File: src/hrpe_pkg.sv
// ----------------------------------------------------------------------------
// hrpe_pkg
// Shared types, constants and helpers for the request path extractor.
// ----------------------------------------------------------------------------
package hrpe_pkg;

    // limits of the decoded path and of the request line
    localparam int MAX_PATH   = 4096;
    localparam int MAX_LINE   = 8192;
    localparam int PATH_W     = $clog2(MAX_PATH);
    localparam int LINE_W     = $clog2(MAX_LINE);

    // command queue between parser and decoder
    localparam int FIFO_DEPTH = 4;
    localparam int FIFO_PTR_W = $clog2(FIFO_DEPTH);
    localparam int FIFO_CNT_W = $clog2(FIFO_DEPTH + 1);

    // character codes
    localparam logic [7:0] CH_NUL     = 8'h00;
    localparam logic [7:0] CH_LF      = 8'h0a;
    localparam logic [7:0] CH_SPACE   = 8'h20;
    localparam logic [7:0] CH_TAB     = 8'h09;
    localparam logic [7:0] CH_CR      = 8'h0d;
    localparam logic [7:0] CH_PERCENT = 8'h25;
    localparam logic [7:0] CH_QUERY   = 8'h3f;
    localparam logic [7:0] CH_SLASH   = 8'h2f;
    localparam logic [7:0] CH_DOT     = 8'h2e;

    // what the decoder is asked to do with one beat
    typedef enum logic [1:0] {
        CMD_NONE = 2'd0,
        CMD_CHAR = 2'd1,
        CMD_CUT  = 2'd2,
        CMD_DOT  = 2'd3
    } cmd_kind_t;

    typedef struct packed {
        cmd_kind_t  kind;
        logic [7:0] data;
        logic       path_end;
        logic       status;
        logic       clear;
    } cmd_t;

    // whitespace: space, tab, newline, vertical tab, form feed, carriage return
    function automatic logic is_blank(input logic [7:0] c);
        return (c == CH_SPACE) || ((c >= CH_TAB) && (c <= CH_CR));
    endfunction

    // hex digit value, bit 4 set when the character is a hex digit
    function automatic logic [4:0] hex_val(input logic [7:0] c);
        logic [4:0] r;
        r = 5'd0;
        if ((c >= 8'h30) && (c <= 8'h39))
        begin
            r = {1'b1, 4'(c - 8'h30)};
        end
        else if ((c >= 8'h61) && (c <= 8'h66))
        begin
            r = {1'b1, 4'(c - 8'h57)};
        end
        else if ((c >= 8'h41) && (c <= 8'h46))
        begin
            r = {1'b1, 4'(c - 8'h37)};
        end
        return r;
    endfunction

endpackage

File: src/hrpe_front.sv
// ----------------------------------------------------------------------------
// hrpe_front
// Request line parser: tracks tokens and turns each byte into a decoder command.
// ----------------------------------------------------------------------------
module hrpe_front (
    input  logic              clk,
    input  logic              rst_n,
    input  logic              accept,
    input  logic [7:0]        in_byte,
    input  logic              in_last,
    output hrpe_pkg::cmd_t    cmd,
    output logic              cmd_push
);

    typedef enum logic [4:0] {
        PH_LEAD   = 5'b00001,
        PH_METHOD = 5'b00010,
        PH_GAP    = 5'b00100,
        PH_URI    = 5'b01000,
        PH_DONE   = 5'b10000
    } phase_t;

    localparam logic [hrpe_pkg::LINE_W:0] LINE_LIMIT =
        (hrpe_pkg::LINE_W + 1)'(hrpe_pkg::MAX_LINE - 1);

    phase_t                      phase_reg, phase_next;
    logic                        slash_reg, slash_next;
    logic                        after_reg, after_next;
    logic [hrpe_pkg::LINE_W-1:0] line_cnt_reg, line_cnt_next;
    logic [hrpe_pkg::LINE_W:0]   line_inc;
    logic                        term, ws, line_end;

    // token tracking and command build
    always_comb
    begin
        phase_next    = phase_reg;
        slash_next    = slash_reg;
        after_next    = after_reg;
        line_cnt_next = line_cnt_reg;
        cmd.kind      = hrpe_pkg::CMD_NONE;
        cmd.data      = in_byte;
        cmd.path_end  = 1'b0;
        cmd.status    = 1'b0;
        cmd.clear     = in_last;
        term          = (in_byte == hrpe_pkg::CH_NUL);
        ws            = hrpe_pkg::is_blank(in_byte);
        line_inc      = {1'b0, line_cnt_reg} + 1'b1;
        line_end      = term || (in_byte == hrpe_pkg::CH_LF) || in_last ||
                        (line_inc >= LINE_LIMIT);
        if (phase_reg != PH_DONE)
        begin
            line_cnt_next = line_inc[hrpe_pkg::LINE_W-1:0];
            if (!term)
            begin
                unique case (phase_reg)
                    PH_LEAD:
                    begin
                        if (!ws)
                            phase_next = PH_METHOD;
                    end
                    PH_METHOD:
                    begin
                        if (ws)
                            phase_next = PH_GAP;
                    end
                    PH_GAP:
                    begin
                        if (!ws)
                        begin
                            phase_next = PH_URI;
                            if (in_byte == hrpe_pkg::CH_SLASH)
                                slash_next = 1'b1;
                            else
                                cmd.kind = hrpe_pkg::CMD_CHAR;
                        end
                    end
                    PH_URI:
                    begin
                        if (!ws)
                        begin
                            if (slash_reg)
                            begin
                                after_next = 1'b1;
                                cmd.kind   = (in_byte == hrpe_pkg::CH_QUERY) ?
                                             hrpe_pkg::CMD_CUT : hrpe_pkg::CMD_CHAR;
                            end
                            else
                            begin
                                cmd.kind = hrpe_pkg::CMD_CHAR;
                            end
                        end
                    end
                    default:
                    begin
                    end
                endcase
            end
            // token or line end
            if ((phase_next == PH_URI) && (line_end || ((phase_reg == PH_URI) && ws)))
            begin
                if (slash_next && !after_next)
                begin
                    cmd.kind = hrpe_pkg::CMD_DOT;
                    cmd.data = hrpe_pkg::CH_DOT;
                end
                cmd.path_end = 1'b1;
                phase_next   = PH_DONE;
            end
            else if (line_end)
            begin
                cmd.path_end = 1'b1;
                cmd.status   = 1'b1;
                phase_next   = PH_DONE;
            end
        end
        cmd_push = (cmd.kind != hrpe_pkg::CMD_NONE) || cmd.path_end || in_last;
    end

    // parser state, cleared after the final beat of a request
    always_ff @(posedge clk or negedge rst_n)
    begin
        if (!rst_n)
        begin
            phase_reg    <= PH_LEAD;
            slash_reg    <= 1'b0;
            after_reg    <= 1'b0;
            line_cnt_reg <= '0;
        end
        else if (accept)
        begin
            if (in_last)
            begin
                phase_reg    <= PH_LEAD;
                slash_reg    <= 1'b0;
                after_reg    <= 1'b0;
                line_cnt_reg <= '0;
            end
            else
            begin
                phase_reg    <= phase_next;
                slash_reg    <= slash_next;
                after_reg    <= after_next;
                line_cnt_reg <= line_cnt_next;
            end
        end
    end

endmodule

File: src/hrpe_fifo.sv
// ----------------------------------------------------------------------------
// hrpe_fifo
// Short command queue between the parser and the decoder.
// ----------------------------------------------------------------------------
module hrpe_fifo (
    input  logic           clk,
    input  logic           rst_n,
    input  logic           push,
    input  hrpe_pkg::cmd_t push_cmd,
    output logic           full,
    input  logic           pop,
    output hrpe_pkg::cmd_t head_cmd,
    output logic           head_valid
);

    localparam logic [hrpe_pkg::FIFO_PTR_W-1:0] LAST_SLOT =
        hrpe_pkg::FIFO_PTR_W'(hrpe_pkg::FIFO_DEPTH - 1);
    localparam logic [hrpe_pkg::FIFO_CNT_W-1:0] DEPTH_CNT =
        hrpe_pkg::FIFO_CNT_W'(hrpe_pkg::FIFO_DEPTH);

    hrpe_pkg::cmd_t                  slot_reg [hrpe_pkg::FIFO_DEPTH];
    logic [hrpe_pkg::FIFO_PTR_W-1:0] wr_ptr_reg, rd_ptr_reg;
    logic [hrpe_pkg::FIFO_CNT_W-1:0] count_reg;
    logic                            do_push, do_pop;

    assign full       = (count_reg == DEPTH_CNT);
    assign head_valid = (count_reg != '0);
    assign head_cmd   = slot_reg[rd_ptr_reg];
    assign do_push    = push && !full;
    assign do_pop     = pop && head_valid;

    // storage
    always_ff @(posedge clk)
    begin
        if (do_push)
            slot_reg[wr_ptr_reg] <= push_cmd;
    end

    // pointers and fill level
    always_ff @(posedge clk or negedge rst_n)
    begin
        if (!rst_n)
        begin
            wr_ptr_reg <= '0;
            rd_ptr_reg <= '0;
            count_reg  <= '0;
        end
        else
        begin
            if (do_push)
                wr_ptr_reg <= (wr_ptr_reg == LAST_SLOT) ? '0 : wr_ptr_reg + 1'b1;
            if (do_pop)
                rd_ptr_reg <= (rd_ptr_reg == LAST_SLOT) ? '0 : rd_ptr_reg + 1'b1;
            if (do_push && !do_pop)
                count_reg <= count_reg + 1'b1;
            else if (do_pop && !do_push)
                count_reg <= count_reg - 1'b1;
        end
    end

endmodule

File: src/hrpe_back.sv
// ----------------------------------------------------------------------------
// hrpe_back
// Percent decoder with path length limit and registered result beat.
// ----------------------------------------------------------------------------
module hrpe_back (
    input  logic           clk,
    input  logic           rst_n,
    input  hrpe_pkg::cmd_t cmd,
    input  logic           cmd_valid,
    output logic           cmd_pop,
    output logic           m_axis_tvalid,
    input  logic           m_axis_tready,
    output logic [7:0]     m_axis_tdata,   // path_byte[7:0]
    output logic [1:0]     m_axis_tuser,   // has_byte[0], status[1]
    output logic           m_axis_tlast
);

    typedef enum logic [2:0] {
        ESC_IDLE = 3'b001,
        ESC_PCT  = 3'b010,
        ESC_HEX  = 3'b100
    } esc_t;

    localparam logic [hrpe_pkg::PATH_W-1:0] PATH_LIMIT =
        hrpe_pkg::PATH_W'(hrpe_pkg::MAX_PATH - 1);

    esc_t                        esc_reg, esc_next;
    logic [7:0]                  first_reg, first_next;
    logic                        cut_reg, cut_next;
    logic [hrpe_pkg::PATH_W-1:0] out_cnt_reg, out_cnt_next;
    logic                        valid_reg;
    logic [7:0]                  data_reg;
    logic                        has_reg, end_reg, status_reg;

    logic       want, put, has;
    logic [7:0] put_data, res_data;
    logic [4:0] hi, lo;

    assign cmd_pop = cmd_valid && (!valid_reg || m_axis_tready);

    // decode one command
    always_comb
    begin
        esc_next     = esc_reg;
        first_next   = first_reg;
        cut_next     = cut_reg;
        out_cnt_next = out_cnt_reg;
        want         = 1'b0;
        put_data     = cmd.data;
        hi           = hrpe_pkg::hex_val(first_reg);
        lo           = hrpe_pkg::hex_val(cmd.data);
        case (cmd.kind)
            hrpe_pkg::CMD_CHAR:
            begin
                if (!cut_reg)
                begin
                    unique case (esc_reg)
                        ESC_IDLE:
                        begin
                            if (cmd.data == hrpe_pkg::CH_PERCENT)
                                esc_next = ESC_PCT;
                            else
                                want = 1'b1;
                        end
                        ESC_PCT:
                        begin
                            first_next = cmd.data;
                            esc_next   = ESC_HEX;
                        end
                        ESC_HEX:
                        begin
                            esc_next = ESC_IDLE;
                            if (!hi[4] || !lo[4])
                            begin
                                want     = 1'b1;
                                put_data = hrpe_pkg::CH_QUERY;
                            end
                            else if ({hi[3:0], lo[3:0]} == 8'h00)
                            begin
                                cut_next = 1'b1;
                            end
                            else
                            begin
                                want     = 1'b1;
                                put_data = {hi[3:0], lo[3:0]};
                            end
                        end
                        default:
                        begin
                            esc_next = ESC_IDLE;
                        end
                    endcase
                end
            end
            hrpe_pkg::CMD_CUT:
            begin
                cut_next = 1'b1;
            end
            hrpe_pkg::CMD_DOT:
            begin
                want = 1'b1;
            end
            default:
            begin
            end
        endcase
        // length limit on the decoded path
        put = want && (out_cnt_reg < PATH_LIMIT);
        if (put)
            out_cnt_next = out_cnt_reg + 1'b1;
        has      = put;
        res_data = put ? put_data : 8'h00;
    end

    // decoder state, cleared after the final beat of a request
    always_ff @(posedge clk or negedge rst_n)
    begin
        if (!rst_n)
        begin
            esc_reg     <= ESC_IDLE;
            first_reg   <= '0;
            cut_reg     <= 1'b0;
            out_cnt_reg <= '0;
        end
        else if (cmd_pop)
        begin
            if (cmd.clear)
            begin
                esc_reg     <= ESC_IDLE;
                first_reg   <= '0;
                cut_reg     <= 1'b0;
                out_cnt_reg <= '0;
            end
            else
            begin
                esc_reg     <= esc_next;
                first_reg   <= first_next;
                cut_reg     <= cut_next;
                out_cnt_reg <= out_cnt_next;
            end
        end
    end

    // result register
    always_ff @(posedge clk or negedge rst_n)
    begin
        if (!rst_n)
        begin
            valid_reg <= 1'b0;
        end
        else if (cmd_pop)
        begin
            valid_reg <= has || cmd.path_end;
        end
        else if (m_axis_tready)
        begin
            valid_reg <= 1'b0;
        end
    end

    always_ff @(posedge clk)
    begin
        if (cmd_pop)
        begin
            data_reg   <= res_data;
            has_reg    <= has;
            end_reg    <= cmd.path_end;
            status_reg <= cmd.path_end && cmd.status;
        end
    end

    assign m_axis_tvalid = valid_reg;
    assign m_axis_tdata  = data_reg;
    assign m_axis_tuser  = {status_reg, has_reg};
    assign m_axis_tlast  = end_reg;

endmodule

File: src/http_request_path_extractor.sv
// ----------------------------------------------------------------------------
// http_request_path_extractor
// Pulls the percent-decoded URI path out of an HTTP request line.
// ----------------------------------------------------------------------------
// Takes one request byte per beat and sustains one byte per cycle while the
// queue is not full. Each input beat gives at most one result beat: a decoded
// path byte (tuser[0] set), the end of the path (tlast, with tuser[1] set
// when the line held fewer than two tokens), or both. The parser classifies
// each byte in the cycle it arrives and pushes a command into a four-entry
// queue; the decoder pops one command a cycle while the output is not stalled
// into a registered result stage, after the queue. Input tready falls only
// when the queue is full. s_axis_tlast closes a request and clears all state.
module http_request_path_extractor (
    input  logic       clk,
    input  logic       rst_n,
    input  logic       s_axis_tvalid,
    output logic       s_axis_tready,
    input  logic [7:0] s_axis_tdata,    // in_byte[7:0]
    input  logic       s_axis_tlast,
    output logic       m_axis_tvalid,
    input  logic       m_axis_tready,
    output logic [7:0] m_axis_tdata,    // path_byte[7:0]
    output logic [1:0] m_axis_tuser,    // has_byte[0], status[1]
    output logic       m_axis_tlast
);

    hrpe_pkg::cmd_t front_cmd, head_cmd;
    logic           front_push, fifo_full, head_valid, head_pop, accept;

    assign s_axis_tready = !fifo_full;
    assign accept        = s_axis_tvalid && s_axis_tready;

    // byte classification
    hrpe_front u_front (
        .clk      (clk),
        .rst_n    (rst_n),
        .accept   (accept),
        .in_byte  (s_axis_tdata),
        .in_last  (s_axis_tlast),
        .cmd      (front_cmd),
        .cmd_push (front_push)
    );

    // command queue
    hrpe_fifo u_fifo (
        .clk        (clk),
        .rst_n      (rst_n),
        .push       (accept && front_push),
        .push_cmd   (front_cmd),
        .full       (fifo_full),
        .pop        (head_pop),
        .head_cmd   (head_cmd),
        .head_valid (head_valid)
    );

    // decoding and result beat
    hrpe_back u_back (
        .clk           (clk),
        .rst_n         (rst_n),
        .cmd           (head_cmd),
        .cmd_valid     (head_valid),
        .cmd_pop       (head_pop),
        .m_axis_tvalid (m_axis_tvalid),
        .m_axis_tready (m_axis_tready),
        .m_axis_tdata  (m_axis_tdata),
        .m_axis_tuser  (m_axis_tuser),
        .m_axis_tlast  (m_axis_tlast)
    );

`ifndef SYNTHESIS
    // every result beat carries a byte or closes the path
    assert property (@(posedge clk) disable iff (!rst_n)
        m_axis_tvalid |-> (m_axis_tuser[0] || m_axis_tlast))
        else $error("result beat with neither byte nor path end");

    // malformed status only on the closing beat
    assert property (@(posedge clk) disable iff (!rst_n)
        (m_axis_tvalid && m_axis_tuser[1]) |-> m_axis_tlast)
        else $error("status set without path end");

    // no byte means zero data
    assert property (@(posedge clk) disable iff (!rst_n)
        (m_axis_tvalid && !m_axis_tuser[0]) |-> (m_axis_tdata == 8'h00))
        else $error("data set on a beat without a byte");

    // a full queue stays full while the decoder pops nothing
    assert property (@(posedge clk) disable iff (!rst_n)
        (!s_axis_tready && !head_pop) |=> !s_axis_tready)
        else $error("queue drained without a pop");
`endif

endmodule

File: config.mk
export PLATFORM = sky130hd
export DESIGN_NAME = http_request_path_extractor
export DESIGN_NICKNAME = d
export VERILOG_FILES = /design/src/hrpe_pkg.sv /design/src/hrpe_front.sv /design/src/hrpe_fifo.sv /design/src/hrpe_back.sv /design/src/http_request_path_extractor.sv
export SDC_FILE = /design/constraint.sdc
export NUM_CORES = 1
export LEC_CHECK = 0
export ABC_AREA = 1
export BUFFER_PORTS_ARGS = -buffer_cell sky130_fd_sc_hd__buf_4
export CAP_MARGIN = 20
export CORE_AREA = 2 2 126 128
export CTS_CLUSTER_SIZE = 14
export DETAILED_ROUTE_END_ITERATION = 12
export DIE_AREA = 0 0 128 130
export SLEW_MARGIN = 15
export SYNTH_ARGS = -nofsm -noshare
export SYNTH_HDL_FRONTEND = slang
export SYNTH_SLANG_ARGS = --single-unit
File: constraint.sdc
create_clock -name clk -period 3.9 [get_ports clk]
set_input_delay 0.78 -clock clk [delete_from_list [all_inputs] [get_ports clk]]
set_output_delay 0.78 -clock clk [all_outputs]
set_load 0.03 [all_outputs]
==> reports/qor.yml, run 1 <==
drive_above_1_share: 0.1283
crit_required_ns: 4.20
synth_flop_cell: "edfxtp_1"
critPathMaxFanout: 7
grt_max_degree: 53
slew_headroom: 0.5318
cts_buffers: 17
ys_top_cells_by_count: "214 x nand2_1, 91 x inv_1, 88 x nor2_1"
gp_congestion: 0.8488
routedWlPerCell_um: 13.00
synth_edf_count: 63
row_count: 46
slew_violations: 0
htreeDepth: 4
arrival_ns: 3.77
routed_via_density: 4.942
p_leak_nw: 3.361
boundaryPins: 26
rsz0062_at_grt: "false"
start_util: 0.4201
vias: 5070
fin_setup_tns_ns: 0
final_util: 0.4819
drc: 0
clock_sinks: 115
max-cap-violations: 0
synth-seq-cells: 115
die_h_um: 130
netlist_area_mm2: 0.006480
die_w_um: 128
grt_pass1_wl_um: 23030
area_growth_pct: 14.71
root_buffer: "clkbuf_16"
synth_seq_area_share: 0.4931
synth.largest_area_cell: "edfxtp_1"
async_reset_ff_frac: 0.4522
cts_tree: "done"
fin_nets: 851
path_clk_slew_ns: 0.06
drt-total-wl_um: 13340
outcome: "completed"
drtPass1Iterations: 5
yosysMostFrequentCell: "nand2_1"
ys_warn_count: 0
period_needed_ns: 3.466
synth_cells: 784
drt_iter0_markers: 303
finalCritPeriodShare: 0.8887
p_per_area_mw_per_mm2: 742.5
portBuffers: 25
yosys-top-cells-area: "edfxtp_1 29%, dfrtp_1 19%, nand2_1 12%, nand3_1 5.6%, inv_1 5.3%"
tightest_slew_ns: 0.7024
clk_latency_ns: 0.42
antenna_found_initial: 0
crit_path_start_kind: "register"
post-dp-hpwl_um: 9391
fmax_mhz: 288.5
core_region_area_mm2: 0.01542
setup_viol: 0
irDropWorstVdd_v: 0.0004089
postCtsSetupBuffers: 0
path_class: "reg2reg"
hold_viol: 0
syn_area_per_cell_um2: 8.265
die_area_mm2: 0.01664
synth_top_area_frac: 0.2919
drtAntennaViolNets: 0
finClkSkew_ns: 0.008243
cts.path.max_buffers: 2
gr-usage-all-layers: 0.1764
yosysUniqueCellTypes: 48
grt_overflow_total: 0
largest_reg_flops: 52
cp-end-kind: "register"
diodes: 0
grt_pass1_vias: 4853
hold_path_class: "in2async"
syn_nets: 814
nFillCells: 1470
==> area by class of cell <==
| class | instances | area [um2] | area share |
|---|---|---|---|
| Clock inverter | 8 | 72.57 | 0.009763 |
| Sequential cell | 115 | 3196 | 0.4299 |
| Clock buffer | 24 | 504.2 | 0.06783 |
| Multi-Input combinational cell | 556 | 2791 | 0.3755 |
| Timing Repair Buffer | 36 | 270.3 | 0.03636 |
| Inverter | 95 | 359.1 | 0.04831 |
| Tap cell | 192 | 240.2 | 0.03232 |
==> power by group <==
| group | switching, mW | internal, mW | leakage [nW] |
|---|---|---|---|
| sequential | 0.154 | 1.61 | 1.29 |
| combinational | 1.57 | 0.696 | 1.79 |
| clock | 0.531 | 0.964 | 0.281 |
| total | 2.25 | 3.27 | 3.36 |
==> stage by stage <==
stage	hold slack, ns	power (mW)	std cells	cell area (um2)	worst slack (ns)
6_report	0.4161	5.519	1026	7433	0.4339
5_1_grt	0.4673	5.958	1026	7433	0.002968
4_1_cts	0.4447	5.571	1026	7431	0.3865
3_5_place_dp	0.4897	4.058	994	6854	0.07153
3_3_place_gp	0.4759	4.043	994	6854	0.1021
2_1_floorplan	0.4534	3.559	784	6480	0.5429
==> worst max-delay path, stage by stage (launching register included) <==
cell and delay, ns:
dfrtp_1 0.41, ha_2 0.28, nand2_1 0.07, nor2_1 0.24, nand2_1 0.09, nand2_1 0.06, nand2_1 0.06, or2_0 0.22
nor2_1 0.10, nand3b_1 0.13, nand3_2 0.14, nand3_1 0.16, nand2_1 0.13, nor2_1 0.04, nand2_1 0.12, nand2_2 0.07
inv_1 0.05, ha_1 0.12, inv_1 0.06, fa_1 0.37, a21oi_1 0.14, o21ai_0 0.11, xnor2_1 0.14
==> cells by family after synthesis <==
kind of cell / count (synthesis) / share of synthesized area
flops: 115 / 0.4931
xor+xnor: 14 / 0.01892
compound gates: 85 / 0.07357
buf+inv: 113 / 0.07646
simple gates: 440 / 0.3039
fa+ha+maj: 17 / 0.03398
==> cell usage in the layout, fill, tap and decap left out, types with 5 or more instances in the layout <==
cell type,Yosys,final
nand2_2,17,17
dfrtp_1,50,50
nand2_4,5,5
xnor2_1,5,5
buf_4,5,36
inv_1,91,91
nand3_1,73,73
a21oi_1,14,14
o21ai_0,43,43
edfxtp_1,63,63
clkbuf_16,0,19
ha_1,16,15
nor3_1,11,11
o22ai_1,11,11
nor2_1,88,88
nand3_2,5,5
nand2_1,214,214
xor2_1,9,9
nand4_1,10,10
==> routing by layer <==
metal | routed length, um | share of wire | GRT usage | vias to the layer above
met3 | 479 | 0.036 | 0.04100 | 29
met4 | 319 | 0.024 | 0.08016 | 0
met1 | 6170 | 0.46 | 0.2218 | 2287
met5 | 0 | 0 | 0 | -
met2 | 6372 | 0.48 | 0.2916 | 106
li1 | - | - | - | 2648
==> path summary, 6_finish.rpt <==
path | from | endpoint | slack (ns) | depth (start not counted)
worst min register to register | u_back.first_reg[5]$_DFFE_PN0P_ | u_back.first_reg[5]$_DFFE_PN0P_ | 0.50 | 2
max in group asynchronous | rst_n | u_front.slash_reg$_DFFE_PN0P_ | 3.02 | 1
worst max-delay path | u_front.line_cnt_reg[0]$_DFFE_PN0P_ | u_fifo.count_reg[2]$_DFFE_PN0P_ | 0.43 | 22
worst min-delay path | rst_n | u_back.out_cnt_reg[5]$_DFFE_PN0P_ | 0.42 | 1
worst max register to register | u_front.line_cnt_reg[0]$_DFFE_PN0P_ | u_fifo.count_reg[2]$_DFFE_PN0P_ | 0.43 | 22
min in group clk | u_back.first_reg[5]$_DFFE_PN0P_ | u_back.first_reg[5]$_DFFE_PN0P_ | 0.50 | 2
==> timing repair <==
action,CTS,global route
hold buffers,0,0
gates resized for setup,0,1
endpoints found under the setup margin,0,1
No activity file was read; power rests on OpenSTA's default activity.
==> run 2, diff against run 1 <==
==> constraint.sdc (replaced) <==
create_clock -name clk -period 3.9 [get_ports clk]
set_input_delay 0.195 -clock clk [delete_from_list [all_inputs] [get_ports clk]]
set_output_delay 0.195 -clock clk [all_outputs]
set_load 0.03 [all_outputs]
==> reports/qor.yml, run 2 (synthesis gave the netlist of run 1 again) <==
boundaryPins: 26  # unchanged
slew_headroom: 0.5333  # +0.001535
layoutNonFillerInstCount: 1027  # +0.097%
cp-end-kind: "register"
vias: 5040  # -0.59%
outcome: "completed"
fin_setup_tns_ns: 0  # unchanged
crit_path_start_kind: "register"
drc: 0  # unchanged
irDropWorstVdd_v: 0.0003796  # -7.2%
final_cell_mix: "214 x nand2_1, 91 x inv_1, 88 x nor2_1"
finalPower_mw: 5.425  # -1.7%
gr-usage-all-layers: 0.1749  # -0.001502
htreeDepth: 4  # unchanged
crit_required_ns: 4.20  # about the same
p_leak_nw: 3.338  # -0.66%
path_clk_slew_ns: 0.06  # about the same
setup_viol: 0  # unchanged
largest_reg_flops: 52  # unchanged
portBuffers: 25  # unchanged
grt_max_degree: 53  # unchanged
final_common_cell: "nand2_1"
core_region_area_mm2: 0.01542  # unchanged
routedWlPerCell_um: 13.20  # +1.5%
area_growth_pct: 14.15
gp_congestion: 0.8688  # +2.4%
cts.path.max_buffers: 2  # unchanged
clock_sinks: 115  # unchanged
drtPass1Iterations: 5  # unchanged
routed_via_density: 4.907  # -0.69%
critPathMaxFanout: 7  # unchanged
period_needed_ns: 3.504  # +0.03800 ns
post-dp-hpwl_um: 9535  # +1.5%
hold_viol: 0  # unchanged
grt_pass1_vias: 4807  # -0.95%
path_class: "reg2reg"
antenna_found_initial: 0  # unchanged
die_area_mm2: 0.01664  # unchanged
die_h_um: 130  # unchanged
grt_overflow_total: 0  # unchanged
grt_pass1_wl_um: 22870  # -0.69%
fin_nets: 852  # +0.12%
p_per_area_mw_per_mm2: 733.4  # -1.2%
drt_iter0_markers: 259  # -15%
row_count: 46  # unchanged
max-cap-violations: 0  # unchanged
finalCritPeriodShare: 0.8985  # +0.009744
tightest_slew_ns: 0.7001  # -0.002303 ns
cts_tree: "done"
postCtsSetupBuffers: 0  # unchanged
drive_above_1_share: 0.1246  # -0.003746
drt-total-wl_um: 13560  # +1.6%
start_util: 0.4201  # unchanged
root_buffer: "clkbuf_16"
hold_path_class: "in2reg"
die_w_um: 128  # unchanged
clk_latency_ns: 0.42  # about the same
rsz0062_at_grt: "false"
dpl.cell_count: 994  # unchanged
cts_buffers: 17  # unchanged
drtAntennaViolNets: 0  # unchanged
diodes: 0  # unchanged
fmax_mhz: 285.4  # -1.1%
finClkSkew_ns: 0.01068  # +0.002436 ns
arrival_ns: 3.80  # +0.03 ns
slew_violations: 0  # unchanged
==> run 2: layout make-up <==
cell class / count / area, um2
tap: 192 / 240.2
fill: 1470 / 8028
timing repair buffer: 37 / 280.3
inverter: 95 / 359.1
clock buffer: 22 / 444.2
clock inverter: 10 / 86.33
multi-input combinational: 556 / 2791
sequential: 115 / 3196
==> run 2: what timing repair did <==
action,in CTS,in global routing
endpoints found under the hold margin,50,0
setup endpoints to repair,0,1
hold buffers,1,0
resized for setup,0,1
==> run 2: through the flow <==
stage | hold WS, ns | utilization | instance area (um2) | setup slack, ns
2_1_floorplan | -0.1006 | - | 6480 | 0.7713
3_3_place_gp | 0.2834 | 0.4444 | 6854 | 0.4631
3_5_place_dp | 0.2904 | 0.4444 | 6854 | 0.3832
4_1_cts | 0.01075 | 0.4794 | 7395 | 0.3393
5_1_grt | 0.01151 | 0.4796 | 7397 | 0.05382
6_report | 0.02861 | 0.4796 | 7397 | 0.3959
==> run 2: worst paths after layout <==
path                       slack (ns)                                end                                start  depth (start not counted)
min reg2reg                      0.49    u_back.first_reg[5]$_DFFE_PN0P_      u_back.first_reg[5]$_DFFE_PN0P_                          2
max                              0.40    u_fifo.count_reg[2]$_DFFE_PN0P_  u_front.line_cnt_reg[0]$_DFFE_PN0P_                         22
max reg2reg                      0.40    u_fifo.count_reg[2]$_DFFE_PN0P_  u_front.line_cnt_reg[0]$_DFFE_PN0P_                         22
max in group asynchronous        3.06      u_front.after_reg$_DFFE_PN0P_                                rst_n                          2
min                              0.03    u_fifo.slot_reg[2][0]$_DFFE_PP_                         s_axis_tlast                          1
min in group asynchronous        0.37  u_back.out_cnt_reg[5]$_DFFE_PN0P_                                rst_n                          2
==> run 2: report_power, final <==
group          total, mW  internal [mW]  switching, mW
clock network       1.39          0.867          0.525
logic               2.27          0.702           1.57
registers           1.76           1.61          0.158
==> run 2: layer usage <==
metal,GRT usage,up-vias,share of wire
li1,-,2651,-
met1,0.2182,2302,0.48
met2,0.3004,74,0.49
met3,0.04346,13,0.028
met4,0.05688,0,0.0093
met5,0,-,0
==> run 2: critical path, cell delays in order (launching register included) <==
cell      delay [ns]
dfrtp_1         0.40
ha_2            0.28
nand2_1         0.07
nor2_1          0.22
nand2_1         0.09
nand2_1         0.06
nand2_1         0.05
or2_0           0.21
nor2_1          0.09
nand3b_1        0.11
nand3_2         0.14
nand3_1         0.14
nand2_1         0.18
nor2_1          0.06
nand2_1         0.13
nand2_2         0.12
inv_1           0.07
ha_1            0.13
inv_1           0.07
fa_1            0.37
a21oi_1         0.14
o21ai_0         0.11
xnor2_1         0.13
==> run 3, diff against run 2 <==
PLACE_DENSITY_LB_ADDON = 0.2   (was not set)
==> reports/qor.yml, run 3 (synthesis gave the netlist of run 1 again) <==
drt-total-wl_um: 13780  # +1.6%
setup_viol: 0  # unchanged
die_w_um: 128  # unchanged
largest_reg_flops: 52  # unchanged
critPathMaxFanout: 7  # unchanged
crit_required_ns: 4.20  # about the same
cp_slowest_cell: "dfrtp_1"
irDropWorstVdd_v: 0.0003477  # -8.4%
post-dp-hpwl_um: 9715  # +1.9%
grt_pass1_vias: 4933  # +2.6%
period_needed_ns: 3.447  # -0.05715 ns
hold_end: "u_fifo.slot_reg[1][0]$_DFFE_PP_"
final_cell_mix: "212 x nand2_1, 91 x inv_1, 87 x nor2_1"
hold_path_class: "in2reg"
fmax_mhz: 290.1  # +1.7%
boundaryPins: 26  # unchanged
grt_pass1_wl_um: 23080  # +0.90%
start_util: 0.4201  # unchanged
crit_path_start_kind: "register"
r2r-start: "u_front.line_cnt_reg[0]$_DFFE_PN0P_"
gr-usage-all-layers: 0.1765  # +0.001595
fin_setup_tns_ns: 0  # unchanged
postCtsSetupBuffers: 0  # unchanged
die_h_um: 130  # unchanged
drtAntennaViolNets: 0  # unchanged
p_leak_nw: 3.355  # +0.49%
fin_ws_ns: 0.4531  # +0.05716 ns
core_region_area_mm2: 0.01542  # unchanged
finalCritPeriodShare: 0.8838  # -0.01466
root_buffer: "clkbuf_16"
slowest_delay_ns: 0.41  # about the same
grt_max_degree: 53  # unchanged
slew_headroom: 0.5337  # about the same
portBuffers: 25  # unchanged
routed_via_density: 5.089  # +3.7%
path_clk_slew_ns: 0.05  # about the same
r2r-end: "u_fifo.count_reg[2]$_DFFE_PN0P_"
row_count: 46  # unchanged
reg2regPathDepth: 22  # unchanged
min_path_cells: 1  # unchanged
drt_iter0_markers: 341  # +32%
cp-end-kind: "register"
min-delay-start: "s_axis_tlast"
drive_above_1_share: 0.1295  # +0.004946
fin_nets: 851  # -0.12%
cp_common_cell: "nand2_1"
grt_overflow_total: 0  # unchanged
finClkSkew_ns: 0.007847  # -0.002832 ns
clock_sinks: 115  # unchanged
cts.path.max_buffers: 2  # unchanged
max-cap-violations: 0  # unchanged
rsz0062_at_grt: "false"
gp_congestion: 0.9146  # +5.3%
htreeDepth: 4  # unchanged
p_per_area_mw_per_mm2: 747.4  # +1.9%
rrSetupSlack_ns: 0.45  # +0.06 ns
drtPass1Iterations: 7  # +2
holdWs_ns: 0.02861  # +0.000009000 ns
final_common_cell: "nand2_1"
crit_chain: "ha_2 > nand2_1 > nor2_2 > nand2_1 > nand2_1 > nand2_1 > or2_0 > nor2_1 > nand3b_1 > nand3_2 > nand3_1 > nand2_2 > nor2_1 > nand2_1 > nand2_2 > inv_1 > ha_1 > inv_1 > fa_1 > a21oi_1 > o21ai_0 > xnor2_1"
cts_tree: "done"
diodes: 0  # unchanged
path_class: "reg2reg"
die_area_mm2: 0.01664  # unchanged
clk_latency_ns: 0.42  # about the same
vias: 5221  # +3.6%
pre_cts_ws_ns: 0.3510  # -0.03228 ns
hold_viol: 0  # unchanged
arrival_ns: 3.75  # -0.05 ns
antenna_found_initial: 0  # unchanged
routedWlPerCell_um: 13.43  # +1.7%
tightest_slew_ns: 0.6995  # -0.0005764 ns
cts_buffers: 17  # unchanged
drc: 0  # unchanged
outcome: "completed"
area_growth_pct: 14.83
slew_violations: 0  # unchanged
[run 3: metrics by stage]
stage | power [mW] | utilization | cell area (um2) | std cells
after floorplan | 3.559 | - | 6480 | 784
after global placement | 4.020 | 0.4439 | 6847 | 993
after detailed placement | 4.071 | 0.4439 | 6847 | 993
after CTS | 5.595 | 0.4817 | 7431 | 1026
after global routing | 5.976 | 0.4824 | 7441 | 1026
final | 5.561 | 0.4824 | 7441 | 1026
[run 3: how the worst max path moves through the flow]
stage                                                   start                               to  slack, ns  depth (start not counted)
after global placement    u_front.line_cnt_reg[0]$_DFFE_PN0P_  u_fifo.count_reg[2]$_DFFE_PN0P_       0.47                         22
after global routing      u_front.line_cnt_reg[0]$_DFFE_PN0P_  u_fifo.count_reg[2]$_DFFE_PN0P_       0.03                         22
after CTS                 u_front.line_cnt_reg[0]$_DFFE_PN0P_  u_fifo.count_reg[2]$_DFFE_PN0P_       0.34                         22
after detailed placement  u_front.line_cnt_reg[0]$_DFFE_PN0P_  u_fifo.count_reg[2]$_DFFE_PN0P_       0.35                         22
after floorplan           u_front.line_cnt_reg[0]$_DFFE_PN0P_  u_fifo.count_reg[2]$_DFFE_PN0P_       0.77                         23
final                     u_front.line_cnt_reg[0]$_DFFE_PN0P_  u_fifo.count_reg[2]$_DFFE_PN0P_       0.45                         22
[run 3: per-layer routing]
| layer | track usage | routed length [um] | vias up |
|---|---|---|---|
| li1 | - | - | 2637 |
| met1 | 0.2155 | 6217 | 2435 |
| met2 | 0.3014 | 6733 | 124 |
| met3 | 0.03936 | 512 | 25 |
| met4 | 0.07951 | 318 | 0 |
| met5 | 0 | 0 | - |
[run 3: repair_timing]
item / CTS / global route
gates resized for setup: 0 / 4
hold buffers: 1 / 0
endpoints found under the hold margin: 50 / 0
endpoints found under the setup margin: 0 / 1
[run 3: cell type report]
cell class | count | area (um2)
clock inverter | 13 | 141.4
tap | 192 | 240.2
timing repair buffer | 36 | 272.8
sequential | 115 | 3196
multi-input combinational | 556 | 2799
clock buffer | 19 | 432.9
fill | 1483 | 7984
inverter | 95 | 359.1
[run 3: where the power goes]
part           internal [mW]  switching, mW  total, mW
clock                  0.988          0.528       1.52
sequential              1.61          0.178       1.78
combinational          0.702           1.56       2.26
[run 3: critical path, delay by kind of cell (launching register included)]
family                   cells  cell delay [ns]
buffers and inverters        2             0.15
AO/OA/AOI/OAI                2             0.26
AND/OR/NAND/NOR             14             1.60
XOR/XNOR                     1             0.13
flip-flops                   1             0.41
adder cells (fa/ha/maj)      3             0.79
